==> config.mk <==
export PLATFORM = sky130hd
export DESIGN_NAME = json_string_escape_flat
export DESIGN_NICKNAME = d
export VERILOG_FILES = /design/src/rtl/core/jse_pkg.sv /design/src/rtl/core/jse_if.sv /design/src/rtl/core/jse_front.sv /design/src/rtl/core/jse_fifo.sv /design/src/rtl/core/jse_back.sv /design/src/rtl/core/json_string_escape.sv /design/src/flat_wrapper.sv
export VERILOG_INCLUDE_DIRS = /design/src /design/src/rtl/core
export SDC_FILE = /design/constraint.sdc
export NUM_CORES = 1
export LEC_CHECK = 0
export BUFFER_PORTS_ARGS = -buffer_cell sky130_fd_sc_hd__buf_2
export CORE_MARGIN = 1
export CORE_UTILIZATION = 55
export DETAILED_ROUTE_END_ITERATION = 10
export GPL_TIMING_DRIVEN = 1
export PLACE_DENSITY_LB_ADDON = 0.08
export SETUP_SLACK_MARGIN = 0.02
export SYNTH_ARGS = -nofsm -noshare
export SYNTH_HDL_FRONTEND = slang
export SYNTH_SLANG_ARGS = --single-unit
==> constraint.sdc <==
create_clock -name clk_i -period 9.8 [get_ports clk_i]
set_input_delay 0 -clock clk_i [delete_from_list [all_inputs] [get_ports clk_i]]
set_output_delay 0 -clock clk_i [all_outputs]
set_load 0.01 [all_outputs]
==> src/rtl/core/json_string_escape_macros.svh <==
// Assertion macros for the JSON string escaper RTL.
`ifndef JSON_STRING_ESCAPE_MACROS_SVH
`define JSON_STRING_ESCAPE_MACROS_SVH

// Concurrent check on clk_i, quiet while rst_ni is low.
`define JSE_ASSERT(lbl, prop, msg) \
  lbl: assert property (@(posedge clk_i) disable iff (!rst_ni) (prop)) else $error(msg);

// Implication form: when ante holds, cons must hold in the same cycle.
`define JSE_ASSERT_IMPL(lbl, ante, cons, msg) \
  `JSE_ASSERT(lbl, (ante) |-> (cons), msg)

`endif

==> src/rtl/core/jse_pkg.sv <==
// Package: character codes, descriptor type and helper functions of the JSON escaper.
`default_nettype none

package jse_pkg;

  localparam logic [7:0] CHAR_QUOTE     = 8'h22;
  localparam logic [7:0] CHAR_BACKSLASH = 8'h5C;
  localparam logic [7:0] CHAR_U         = 8'h75;
  localparam logic [7:0] CHAR_ZERO      = 8'h30;
  localparam logic [7:0] CHAR_CTRL_LIM  = 8'h20;

  localparam int unsigned FIFO_DEPTH = 2;
  localparam int unsigned FIFO_AW    = (FIFO_DEPTH > 1) ? $clog2(FIFO_DEPTH) : 1;

  // Body lengths of each class of byte.
  localparam logic [2:0] LEN_PLAIN   = 3'd1;
  localparam logic [2:0] LEN_NAMED   = 3'd2;
  localparam logic [2:0] LEN_UNICODE = 3'd6;
  localparam logic [2:0] LEN_EMPTY   = 3'd0;

  typedef enum logic [1:0] {
    CLS_PLAIN   = 2'd0,
    CLS_NAMED   = 2'd1,
    CLS_UNICODE = 2'd2,
    CLS_EMPTY   = 2'd3
  } class_e;

  // One classified item as handed from the front to the back.
  typedef struct packed {
    class_e     cls;
    logic [7:0] data;
    logic [7:0] esc;       // second byte of a two-byte escape
    logic       has_open;
    logic       has_close;
    logic [2:0] body_len;
    logic [2:0] last_idx;  // index of the final result byte
  } desc_t;

  function automatic logic [7:0] hex_digit(input logic [3:0] nib);
    logic [7:0] r;
    if (nib < 4'd10) begin
      r = 8'h30 + {4'd0, nib};
    end else begin
      r = 8'h57 + {4'd0, nib};
    end
    return r;
  endfunction

  function automatic desc_t classify(input logic [7:0] b, input logic st,
                                     input logic en, input logic emp);
    desc_t      d;
    logic [3:0] total;
    d.data = b;
    d.esc  = 8'h00;
    if (emp) begin
      d.cls = CLS_EMPTY;
    end else begin
      case (b)
        CHAR_QUOTE, CHAR_BACKSLASH: begin
          d.cls = CLS_NAMED;
          d.esc = b;
        end
        8'h08: begin
          d.cls = CLS_NAMED;
          d.esc = 8'h62;
        end
        8'h0C: begin
          d.cls = CLS_NAMED;
          d.esc = 8'h66;
        end
        8'h0A: begin
          d.cls = CLS_NAMED;
          d.esc = 8'h6E;
        end
        8'h0D: begin
          d.cls = CLS_NAMED;
          d.esc = 8'h72;
        end
        8'h09: begin
          d.cls = CLS_NAMED;
          d.esc = 8'h74;
        end
        default: begin
          d.cls = (b < CHAR_CTRL_LIM) ? CLS_UNICODE : CLS_PLAIN;
        end
      endcase
    end
    case (d.cls)
      CLS_PLAIN:   d.body_len = LEN_PLAIN;
      CLS_NAMED:   d.body_len = LEN_NAMED;
      CLS_UNICODE: d.body_len = LEN_UNICODE;
      default:     d.body_len = LEN_EMPTY;
    endcase
    d.has_open  = emp | st;
    d.has_close = emp | en;
    total = {3'd0, d.has_open} + {1'b0, d.body_len} + {3'd0, d.has_close} - 4'd1;
    d.last_idx = total[2:0];
    return d;
  endfunction

endpackage

`default_nettype wire

==> src/rtl/core/jse_if.sv <==
// Interfaces: input byte channel and output text channel of the JSON escaper.
`default_nettype none

interface jse_in_if;
  logic       valid;
  logic       ready;
  logic [7:0] data_byte;
  logic       string_start;
  logic       string_end;
  logic       empty_string;

  modport source (output valid, data_byte, string_start, string_end, empty_string,
                  input ready);
  modport sink   (input valid, data_byte, string_start, string_end, empty_string,
                  output ready);
endinterface

interface jse_out_if;
  logic       valid;
  logic       ready;
  logic [7:0] out_byte;
  logic       run_last;
  logic       literal_done;

  modport source (output valid, out_byte, run_last, literal_done, input ready);
  modport sink   (input valid, out_byte, run_last, literal_done, output ready);
endinterface

`default_nettype wire

==> src/rtl/core/jse_front.sv <==
// Front stage: accept input transactions and classify each byte into a descriptor.
`default_nettype none

module jse_front (
  input  wire logic          clk_i,
  input  wire logic          rst_ni,
  jse_in_if.sink             in_i,
  output jse_pkg::desc_t     push_data_o,
  output logic               push_valid_o,
  input  wire logic          push_ready_i
);
  import jse_pkg::*;

  logic  valid_q, valid_d;
  desc_t desc_q;

  assign in_i.ready = !valid_q || push_ready_i;
  assign valid_d    = in_i.ready ? in_i.valid : valid_q;

  always_ff @(posedge clk_i or negedge rst_ni) begin
    if (!rst_ni) begin
      valid_q <= 1'b0;
    end else begin
      valid_q <= valid_d;
    end
  end

  always_ff @(posedge clk_i) begin
    if (in_i.valid && in_i.ready) begin
      desc_q <= classify(in_i.data_byte, in_i.string_start, in_i.string_end,
                         in_i.empty_string);
    end
  end

  assign push_valid_o = valid_q;
  assign push_data_o  = desc_q;

endmodule

`default_nettype wire

==> src/rtl/core/jse_fifo.sv <==
// Descriptor queue between the front and the back stage.
`default_nettype none

module jse_fifo (
  input  wire logic           clk_i,
  input  wire logic           rst_ni,
  input  wire logic           push_valid_i,
  output logic                push_ready_o,
  input  jse_pkg::desc_t      push_data_i,
  output logic                pop_valid_o,
  input  wire logic           pop_ready_i,
  output jse_pkg::desc_t      pop_data_o
);
  import jse_pkg::*;

  localparam logic [FIFO_AW-1:0] PtrMax = FIFO_AW'(FIFO_DEPTH - 1);
  localparam logic [FIFO_AW:0]   CntMax = (FIFO_AW + 1)'(FIFO_DEPTH);

  desc_t              mem_q [FIFO_DEPTH];
  logic [FIFO_AW-1:0] wr_ptr_q, wr_ptr_d, rd_ptr_q, rd_ptr_d;
  logic [FIFO_AW:0]   cnt_q, cnt_d;
  logic               push, pop;

  assign push_ready_o = (cnt_q != CntMax);
  assign pop_valid_o  = (cnt_q != '0);
  assign push         = push_valid_i && push_ready_o;
  assign pop          = pop_valid_o && pop_ready_i;
  assign pop_data_o   = mem_q[rd_ptr_q];

  always_comb begin
    wr_ptr_d = wr_ptr_q;
    rd_ptr_d = rd_ptr_q;
    cnt_d    = cnt_q;
    if (push) begin
      wr_ptr_d = (wr_ptr_q == PtrMax) ? '0 : wr_ptr_q + 1'b1;
    end
    if (pop) begin
      rd_ptr_d = (rd_ptr_q == PtrMax) ? '0 : rd_ptr_q + 1'b1;
    end
    if (push && !pop) begin
      cnt_d = cnt_q + 1'b1;
    end else if (pop && !push) begin
      cnt_d = cnt_q - 1'b1;
    end
  end

  always_ff @(posedge clk_i or negedge rst_ni) begin
    if (!rst_ni) begin
      wr_ptr_q <= '0;
      rd_ptr_q <= '0;
      cnt_q    <= '0;
    end else begin
      wr_ptr_q <= wr_ptr_d;
      rd_ptr_q <= rd_ptr_d;
      cnt_q    <= cnt_d;
    end
  end

  always_ff @(posedge clk_i) begin
    if (push) begin
      mem_q[wr_ptr_q] <= push_data_i;
    end
  end

endmodule

`default_nettype wire

==> src/rtl/core/jse_back.sv <==
// Back stage: expand one descriptor into its output bytes, one per cycle while out_o.ready allows.
`default_nettype none

module jse_back (
  input  wire logic       clk_i,
  input  wire logic       rst_ni,
  input  wire logic       pop_valid_i,
  output logic            pop_ready_o,
  input  jse_pkg::desc_t  pop_data_i,
  jse_out_if.source       out_o
);
  import jse_pkg::*;
  `include "json_string_escape_macros.svh"

  logic       load_en, emit, at_last;
  logic [2:0] step_q, step_d;
  logic [2:0] body_idx;
  logic       out_valid_q, out_valid_d;
  logic [7:0] out_byte_q, byte_d;
  logic       run_last_q, done_q, done_d;

  assign load_en     = !out_valid_q || out_o.ready;
  assign emit        = pop_valid_i && load_en;
  assign at_last     = (step_q == pop_data_i.last_idx);
  assign pop_ready_o = load_en && at_last;
  assign body_idx    = step_q - {2'b00, pop_data_i.has_open};

  // Pick the byte at the current step: open quote, body, close quote.
  always_comb begin
    done_d = 1'b0;
    if (pop_data_i.has_open && step_q == 3'd0) begin
      byte_d = CHAR_QUOTE;
    end else if (body_idx < pop_data_i.body_len) begin
      case (pop_data_i.cls)
        CLS_NAMED: begin
          byte_d = (body_idx == 3'd0) ? CHAR_BACKSLASH : pop_data_i.esc;
        end
        CLS_UNICODE: begin
          case (body_idx)
            3'd0:    byte_d = CHAR_BACKSLASH;
            3'd1:    byte_d = CHAR_U;
            3'd4:    byte_d = hex_digit(pop_data_i.data[7:4]);
            3'd5:    byte_d = hex_digit(pop_data_i.data[3:0]);
            default: byte_d = CHAR_ZERO;
          endcase
        end
        default: byte_d = pop_data_i.data;
      endcase
    end else begin
      byte_d = CHAR_QUOTE;
      done_d = 1'b1;
    end
  end

  assign out_valid_d = load_en ? pop_valid_i : out_valid_q;

  always_comb begin
    step_d = step_q;
    if (emit) begin
      step_d = at_last ? 3'd0 : step_q + 3'd1;
    end
  end

  always_ff @(posedge clk_i or negedge rst_ni) begin
    if (!rst_ni) begin
      out_valid_q <= 1'b0;
      step_q      <= 3'd0;
    end else begin
      out_valid_q <= out_valid_d;
      step_q      <= step_d;
    end
  end

  always_ff @(posedge clk_i) begin
    if (emit) begin
      out_byte_q <= byte_d;
      run_last_q <= at_last;
      done_q     <= done_d;
    end
  end

  assign out_o.valid        = out_valid_q;
  assign out_o.out_byte     = out_byte_q;
  assign out_o.run_last     = run_last_q;
  assign out_o.literal_done = done_q;

  `JSE_ASSERT_IMPL(a_step_in_range, pop_valid_i, step_q <= pop_data_i.last_idx, "step past end")
  `JSE_ASSERT_IMPL(a_done_is_quote, out_valid_q && done_q, out_byte_q == CHAR_QUOTE, "done on non-quote")
  `JSE_ASSERT_IMPL(a_done_is_last, out_valid_q && done_q, run_last_q, "done before run end")
  `JSE_ASSERT_IMPL(a_step_idle_zero, !pop_valid_i, step_q == 3'd0, "step left mid item")

endmodule

`default_nettype wire

==> src/rtl/core/json_string_escape.sv <==
// Top level of the JSON string escaper: front classifier, descriptor queue, byte expander.
// Each input byte is registered as a descriptor, queued, then registered at the output.
// Throughput: one result byte per cycle while out_o.ready is high; an item with n results
// (1 to 8) holds the expander for all of them, so plain middle bytes run at one per cycle.
// Reset: rst_ni low clears all valid flags, queue pointers and the step counter at once.
`default_nettype none

module json_string_escape (
  input  wire logic clk_i,
  input  wire logic rst_ni,
  jse_in_if.sink    in_i,
  jse_out_if.source out_o
);
  import jse_pkg::*;

  // Front to queue: classified descriptors, one per input transaction.
  desc_t push_data;
  logic  push_valid, push_ready;

  // Queue to back: oldest descriptor waits here until its last byte is sent.
  desc_t pop_data;
  logic  pop_valid, pop_ready;

  // Classify each byte and register it; accept again as soon as the queue takes it.
  jse_front u_front (
    .clk_i        (clk_i),
    .rst_ni       (rst_ni),
    .in_i         (in_i),
    .push_data_o  (push_data),
    .push_valid_o (push_valid),
    .push_ready_i (push_ready)
  );

  // Decouple the one-byte-in front from the multi-byte-out back.
  jse_fifo u_fifo (
    .clk_i        (clk_i),
    .rst_ni       (rst_ni),
    .push_valid_i (push_valid),
    .push_ready_o (push_ready),
    .push_data_i  (push_data),
    .pop_valid_o  (pop_valid),
    .pop_ready_i  (pop_ready),
    .pop_data_o   (pop_data)
  );

  // Walk the descriptor step by step into the registered output channel.
  jse_back u_back (
    .clk_i       (clk_i),
    .rst_ni      (rst_ni),
    .pop_valid_i (pop_valid),
    .pop_ready_o (pop_ready),
    .pop_data_i  (pop_data),
    .out_o       (out_o)
  );

endmodule

`default_nettype wire
==> src/flat_wrapper.sv <==
// flat-port wrapper written by rule: the top's interface ports become plain ports
module json_string_escape_flat import jse_pkg::*;
  (clk_i, rst_ni, in_i_valid, in_i_data_byte, in_i_string_start, in_i_string_end, in_i_empty_string, in_i_ready, out_o_valid, out_o_out_byte, out_o_run_last, out_o_literal_done, out_o_ready);
  jse_in_if in_i_i ();
  jse_out_if out_o_i ();
  input  wire logic clk_i;
  input  wire logic rst_ni;
  input wire logic [$bits(in_i_i.valid)-1:0] in_i_valid;
  input wire logic [$bits(in_i_i.data_byte)-1:0] in_i_data_byte;
  input wire logic [$bits(in_i_i.string_start)-1:0] in_i_string_start;
  input wire logic [$bits(in_i_i.string_end)-1:0] in_i_string_end;
  input wire logic [$bits(in_i_i.empty_string)-1:0] in_i_empty_string;
  output wire logic [$bits(in_i_i.ready)-1:0] in_i_ready;
  output wire logic [$bits(out_o_i.valid)-1:0] out_o_valid;
  output wire logic [$bits(out_o_i.out_byte)-1:0] out_o_out_byte;
  output wire logic [$bits(out_o_i.run_last)-1:0] out_o_run_last;
  output wire logic [$bits(out_o_i.literal_done)-1:0] out_o_literal_done;
  input wire logic [$bits(out_o_i.ready)-1:0] out_o_ready;
  assign in_i_i.valid = in_i_valid;
  assign in_i_i.data_byte = in_i_data_byte;
  assign in_i_i.string_start = in_i_string_start;
  assign in_i_i.string_end = in_i_string_end;
  assign in_i_i.empty_string = in_i_empty_string;
  assign in_i_ready = in_i_i.ready;
  assign out_o_valid = out_o_i.valid;
  assign out_o_out_byte = out_o_i.out_byte;
  assign out_o_run_last = out_o_i.run_last;
  assign out_o_literal_done = out_o_i.literal_done;
  assign out_o_i.ready = out_o_ready;
  json_string_escape u_core (.clk_i(clk_i), .rst_ni(rst_ni), .in_i(in_i_i), .out_o(out_o_i));
endmodule
==> impl_metrics.tcl, run 1 <==
set metrics [dict create \
    rsz0062_at_grt "false" \
    synthDistinctLibCells 52 \
    synth_edf_count 85 \
    antenna_found_initial 0 \
    cts-root-buf "clkbuf_8" \
    outcome "complete, no violations" \
    slew_violations 0 \
    cts_tree "built" \
    die_area_um2 8200 \
    slew_headroom_pct 27.2 \
    die_x_um 90.6 \
    finalSetupViolations 0 \
    grt_usage_pct 18.9 \
    totalNegativeSetupSlack_ps 0 \
    cts_setup_buffers 0 \
    ios 27 \
    core_area_um2 7410 \
    dp.cells 438 \
    crit_type "reg -> reg" \
    critPathMaxFanout 37 \
    wl_per_cell_um 15.2 \
    rows 31 \
    cp.arrival_ps 3710 \
    postSynthAreaPerCell_um2 13.7 \
    period_share_pct 36.9 \
    htree_levels 3 \
    drt_iter0_markers 123 \
    die_h_um 90.6 \
    fin_skew_ps 11.3 \
    area_growth_pct 12.6 \
    synthCells 316 \
    endpoint_kind "flop" \
    grt_pass1_vias 2511 \
    synth_area_um2 4320 \
    ys_async_sr_fraction_pct 9.57 \
    ir_drop_v 0.000111 \
    hold_path_class "in -> async" \
    period_needed_ps 3620 \
    vias 2529 \
    insertedDiodeCount 0 \
    max_freq_mhz 276 \
    drt_pass1_iterations 5 \
    ys_warn_count 0 \
    yosysSeqAreaShare_pct 64.4 \
    synth-seq-cells 94 \
    dp_hpwl_um 4930 \
    grt_pass1_wl_um 11900 \
    drv_cap 0 \
    drc 0 \
    worstMarginPinSlew_ps 1090 \
    powerDensity_nw_per_um2 310 \
    fillers 548 \
    wl_um 7090 \
    grt_max_degree 38 \
    finalHoldViolCount 0 \
    leakagePower_nw 1.85 \
    clock_path_buffers 2 \
    final-instance-count-excl-fill 466 \
    cts_made_buffers 9 \
    initial_utilization_pct 58.3 \
    gp_congestion 0.838 \
    final_layout_size_suffix_gt1_share_pct 16.3 \
    clk_pin_slew_ps 90 \
    layout.nets 395 \
    start_kind "flop" \
    overflow 0 \
    portBuffers 26 \
    drtAntennaViolNets 0 \
    ys.flop_type "edfxtp_1" \
    crit_required_ps 9900 \
    viasPerCell 5.43 \
    insertion_delay_ps 350 \
    clock_sinks 94 \
    fin_hold_ws_ps 41.0 \
]
-- cells by family after synthesis --
group / synth area share [%]
simple gates: 10.7
fa+ha+maj: 5.10
mux: 6.84
compound gates: 7.19
other cells: 0.0869
xor+xnor: 2.81
buf+inv: 2.90
flops: 64.4
-- placed cells by master (no fill, tap or decap), drive strengths merged, types with 3 or more instances in the layout --
master / count
ha: 16
nand4: 3
dlygate4sd3: 13
inv: 20
dfrtp: 9
clkbuf: 10
and2: 3
nand2b: 5
nor3: 5
mux2i: 19
edfxtp: 85
nor4: 4
nor2: 21
buf: 29
o211ai: 3
xnor2: 10
xor2: 3
nor2b: 6
a21oi: 19
nand2: 22
and3: 3
o21ai: 12
mux2: 9
nand3: 4
-- worst max-delay path, cell delays in order (launching register included) --
cell      delay (ps)
dfrtp_1          330
buf_4            430
mux2_4           350
ha_1             180
ha_1             230
xnor2_2          380
inv_2            110
ha_1             340
nand2_1           70
a21oi_1           40
a211oi_2         250
nand2b_1         210
or3_4            420
-- power breakdown --
| part | switching (mW) | internal (mW) |
|---|---|---|
| registers | 0.0492 | 0.604 |
| clock network | 0.128 | 0.117 |
| logic | 0.366 | 0.245 |
| total | 0.543 | 0.965 |
-- state kept, by name, indices dropped and copies added (netlist names) --
signal                            cells
u_core.u_front.push_valid_o           1
u_core.u_back.out_o.out_byte          8
u_core.u_fifo.cnt_q                   2
u_core.u_back.out_o.run_last          1
u_core.u_back.step_q                  3
u_core.u_fifo.rd_ptr_q                1
u_core.u_back.out_o.literal_done      1
u_core.u_fifo.mem_q                  50
u_core.u_front.push_data_o           25
u_core.u_back.out_o.valid             1
u_core.u_fifo.wr_ptr_q                1
-- metal layers --
layer  track usage, %  up-vias  share of wire, %  wire length [um]
li1                 -     1264                 -                 -
met3             3.54       13               3.0               215
met1             25.9     1195                49              3480
met2             28.9       57                46              3250
met4             9.41        0               2.1               150
met5                0        -                 0                 0
-- worst paths after layout --
kind                                               start                              end  slack [ps]  cells past startpoint
min in group clk_i                       in_i_string_end    u_core.u_front.push_data_o[0]         310                      5
hold / removal                                    rst_ni           u_core.u_fifo.rd_ptr_q          40                      2
max in group asynchronous                         rst_ni          u_core.u_back.step_q[1]        9570                      2
setup reg to reg                  u_core.u_fifo.rd_ptr_q  u_core.u_back.out_o.out_byte[5]        6180                     12
setup / recovery                  u_core.u_fifo.rd_ptr_q  u_core.u_back.out_o.out_byte[5]        6180                     12
hold reg to reg            u_core.u_front.push_data_o[9]        u_core.u_fifo.mem_q[1][9]         440                      0
-- through the flow --
step / setup WS, ps / util [%] / cell area, um2 / total power [mW]
5_1_grt: 5960 / 65.6 / 4860 / 1.62
3_3_place_gp: 6270 / 61.3 / 4540 / 1.25
6_report: 6180 / 65.6 / 4860 / 1.51
2_1_floorplan: 6740 / - / 4320 / 1.14
4_1_cts: 6190 / 65.6 / 4860 / 1.52
3_5_place_dp: 6230 / 61.3 / 4540 / 1.27
-- repair_timing --
action,in CTS,in global routing
endpoints found under the hold margin,23,0
resized for setup,0,0
hold buffers,13,0
-- synth_stat cells (3+ instances only) --
master / n / share of area [%]
xor2_1: 3 / 0.61
nor2b_1: 6 / 0.87
xnor2_1: 9 / 1.8
o211ai_1: 3 / 0.52
edfxtp_1: 85 / 59
mux2i_1: 19 / 4.4
nand2_1: 22 / 1.9
nand4_1: 3 / 0.43
o21ai_0: 12 / 1.4
mux2_2: 7 / 1.8
and3_1: 3 / 0.43
buf_6: 3 / 0.78
nor2_1: 21 / 1.8
nand3_1: 4 / 0.46
and2_1: 3 / 0.43
nor3_1: 4 / 0.46
a21oi_1: 19 / 2.2
ha_1: 16 / 4.6
nor4_1: 4 / 0.58
inv_1: 18 / 1.6
dfrtp_1: 9 / 5.2
nand2b_1: 5 / 0.72
-- area by class of cell --
cell class / instances / area, um2 / area share (%)
Clock buffer: 10 / 128 / 2.63
Clock inverter: 5 / 58.8 / 1.21
Inverter: 19 / 71.3 / 1.47
Multi-Input combinational cell: 197 / 1420 / 29.2
Sequential cell: 94 / 2780 / 57.1
Tap cell: 99 / 124 / 2.55
Timing Repair Buffer: 42 / 283 / 5.82
(Power assumes the default switching activity.)
==> inputs of run 2 (changes only) <==
- ABC_AREA: default -> 1
- CORE_UTILIZATION: 55 -> 54
- clock period: 9.8 -> 2.9 ns (I/O delays scaled with it)
==> run 2 against run 1 <==
Clock skew shrank 2.9 ps. Sequential power grew to 3.4 times the previous value. Sequential cell count is the same. Power grew to 3.7 times the previous value. Global-route usage grew 1.7 points. Die area grew 3.5%. Non-clock buffer count grew 6. Register-to-register slack lost 5900 ps. Cell area grew 4.5%. Sequential share of layout area shrank 2.5 points. Final cell count grew 20%. Combinational power grew to 4.0 times the previous value.
==> impl_metrics.tcl, run 2 <==
set metrics [dict create \
    overflow 0 \
    area_growth_pct 15.8 \
    dp.cells 528 \
    synth.area.top_cells "edfxtp_1 58%, nand2_1 7.4%, dfrtp_1 5.1%" \
    reg2reg_slack_ps 280 \
    layout.nets 483 \
    dp_hpwl_um 5500 \
    finalSetupViolations 0 \
    cp.arrival_ps 2810 \
    rows 32 \
    die_x_um 92.2 \
    ys.flop_type "edfxtp_1" \
    core_area_um2 7810 \
    top_usage_layer "met2" \
    max_freq_mhz 371 \
    pwr-share-seq_pct 39.3 \
    path_cells "dlygate4sd3_1 > buf_2 > inv_2 > nor2_1 > nand3_1 > nand2_1 > nor2_2 > nand2_2 > o21ai_4 > inv_1 > ha_1 > inv_1 > ha_1 > inv_1 > ha_1 > inv_1 > fa_1 > xor2_1" \
    viasPerCell 5.06 \
    period_share_pct 92.9 \
    start_kind "input port" \
    internal-power_mw 3.39 \
    fin_skew_ps 8.36 \
    placed_area_um2 4670 \
    powerDensity_nw_per_um2 1110 \
    drc 0 \
    insertedDiodeCount 0 \
    drv_cap 0 \
    clock_sinks 94 \
    die_area_um2 8490 \
    grt_pass1_vias 2792 \
    vias 2826 \
    critPathMaxFanout 5 \
    finalHoldViolCount 0 \
    wl_um 7830 \
    synthDistinctLibCells 42 \
    slew_violations 0 \
    wl_per_cell_um 14.0 \
    largest_reg_flops 50 \
    synth_area_um2 4390 \
    synth-seq-cells 94 \
    synth_edf_count 85 \
    crit_type "in -> reg" \
    grt_max_degree 27 \
    gp_congestion 0.864 \
    fillers 606 \
    hold_path_class "in -> async" \
    ios 27 \
    cp_slowest_stage_delay_ps 530 \
    leakagePower_nw 2.12 \
    place_ws_ps 86.6 \
    cp_common_cell "inv_1" \
    synth_top_area_share_pct 58.2 \
    mostFrequentLayoutCells "85 x nand2_1, 85 x edfxtp_1, 44 x inv_1" \
    critPathSlowestCell "dlygate4sd3_1" \
    period_needed_ps 2690 \
    cts-root-buf "clkbuf_8" \
    initial_utilization_pct 56.2 \
    met1_usage_pct 27.1 \
    portBuffers 26 \
    rsz0062_at_grt "true" \
    p_sw_share_pct 39.8 \
    die_h_um 92.2 \
    grt_usage_pct 20.6 \
    fin_hold_ws_ps 28.0 \
    final-instance-count-excl-fill 558 \
    setup_ws_ps 207 \
    final_layout_size_suffix_gt1_share_pct 21.1 \
    synthCells 396 \
    synth.most_common_cell "nand2_1" \
    ys_async_sr_fraction_pct 9.57 \
    outcome "complete, no violations" \
    reg2reg_depth 15 \
    use_met2_pct 33.6 \
    ir_drop_v 0.000401 \
    endpoint_kind "flop" \
    postSynthAreaPerCell_um2 11.1 \
    drtAntennaViolNets 0 \
    clock_path_buffers 2 \
    grt_pass1_wl_um 13100 \
    drt_pass1_iterations 4 \
    ys_warn_count 0 \
    cts_made_buffers 9 \
    regArea_um2 2780 \
    yosysTopAreaCell "edfxtp_1" \
    htree_levels 3 \
    cts_tree "built" \
    clockPowerShare_pct 17.1 \
    totalNegativeSetupSlack_ps 0 \
    drt_iter0_markers 178 \
    netSwitchingPower_mw 2.24 \
    finalInstanceArea_um2 5080 \
    regMostFlops "u_core.u_fifo.mem_q" \
    crit_required_ps 3020 \
    insertion_delay_ps 360 \
    clk_pin_slew_ps 100 \
    pwr-share-comb_pct 43.5 \
    yosysSeqAreaShare_pct 63.3 \
    ys_top_cells_by_count "86 x nand2_1, 85 x edfxtp_1, 44 x inv_1" \
    multi_input_area_um2 1420 \
    antenna_found_initial 0 \
    grt.met3_usage_pct 4.23 \
]
## run 2: worst max-delay path, delay by kind of cell
kind | cells | cell delay (ps)
compound gates | 1 | 180
xor+xnor | 1 | 170
fa+ha+maj | 4 | 950
buf+inv | 7 | 1020
simple gates | 5 | 490
## run 2: final timing paths
path,startpoint,endpoint
setup / recovery,in_i_data_byte[3],u_core.u_front.push_data_o[2]
max in group asynchronous,rst_ni,u_core.u_fifo.rd_ptr_q
setup reg to reg,u_core.u_fifo.rd_ptr_q,u_core.u_back.out_o.out_byte[2]
hold / removal,rst_ni,u_core.u_back.out_o.valid
min in group clk_i,in_i_data_byte[5],u_core.u_front.push_data_o[13]
hold reg to reg,u_core.u_front.push_data_o[25],u_core.u_fifo.mem_q[1][25]
## run 2: power by group through the flow
stage / Sequential (mW) / Combinational (mW) / Clock (mW)
global placement: 2.23 / 2.39 / 0
floorplan: 2.26 / 1.77 / 0
global route: 2.26 / 2.78 / 1.04
detailed placement: 2.25 / 2.42 / 0
CTS: 2.22 / 2.45 / 0.994
finish: 2.22 / 2.45 / 0.965
## run 2: final cells by class
cell class	count	area share (%)
clock buffers	9	2.44
clock inverters	7	2.07
inverters	54	3.99
multi-input cells	244	27.9
flip-flops and latches	94	54.7
well taps	102	2.51
repair buffers	48	6.45
## run 2: cell families after synthesis
group                    after synthesis  synth area share, %
AO/OA/AOI/OAI                         43                 5.70
XOR/XNOR                               7                 1.57
adder cells (fa/ha/maj)               17                 5.02
buffers and inverters                 59                 5.59
flip-flops                            94                 63.3
multiplexers                           3                0.684
other                                  1               0.0854
AND/OR/NAND/NOR                      172                 18.1
## run 2: metrics by stage
stage / power, mW / utilization, %
3_3_place_gp: 4.62 / 59.9
2_1_floorplan: 4.02 / -
5_1_grt: 6.08 / 65.1
4_1_cts: 5.66 / 64.5
3_5_place_dp: 4.67 / 59.9
6_report: 5.63 / 65.1
## run 2: timing repair
action | CTS | global route
buffers inserted | 0 | 1
hold endpoints to repair | 22 | 0
hold buffers | 13 | 0
endpoints found under the setup margin | 0 | 3
resized for setup | 0 | 9
## run 2: metal layers
| metal | share of wire (%) | wire (um) | vias up |
|---|---|---|---|
| met3 | 2.9 | 224 | 14 |
| met1 | 47 | 3720 | 1313 |
| met2 | 48 | 3750 | 49 |
| li1 | - | - | 1450 |
| met5 | 0 | 0 | - |
| met4 | 1.8 | 138 | 0 |
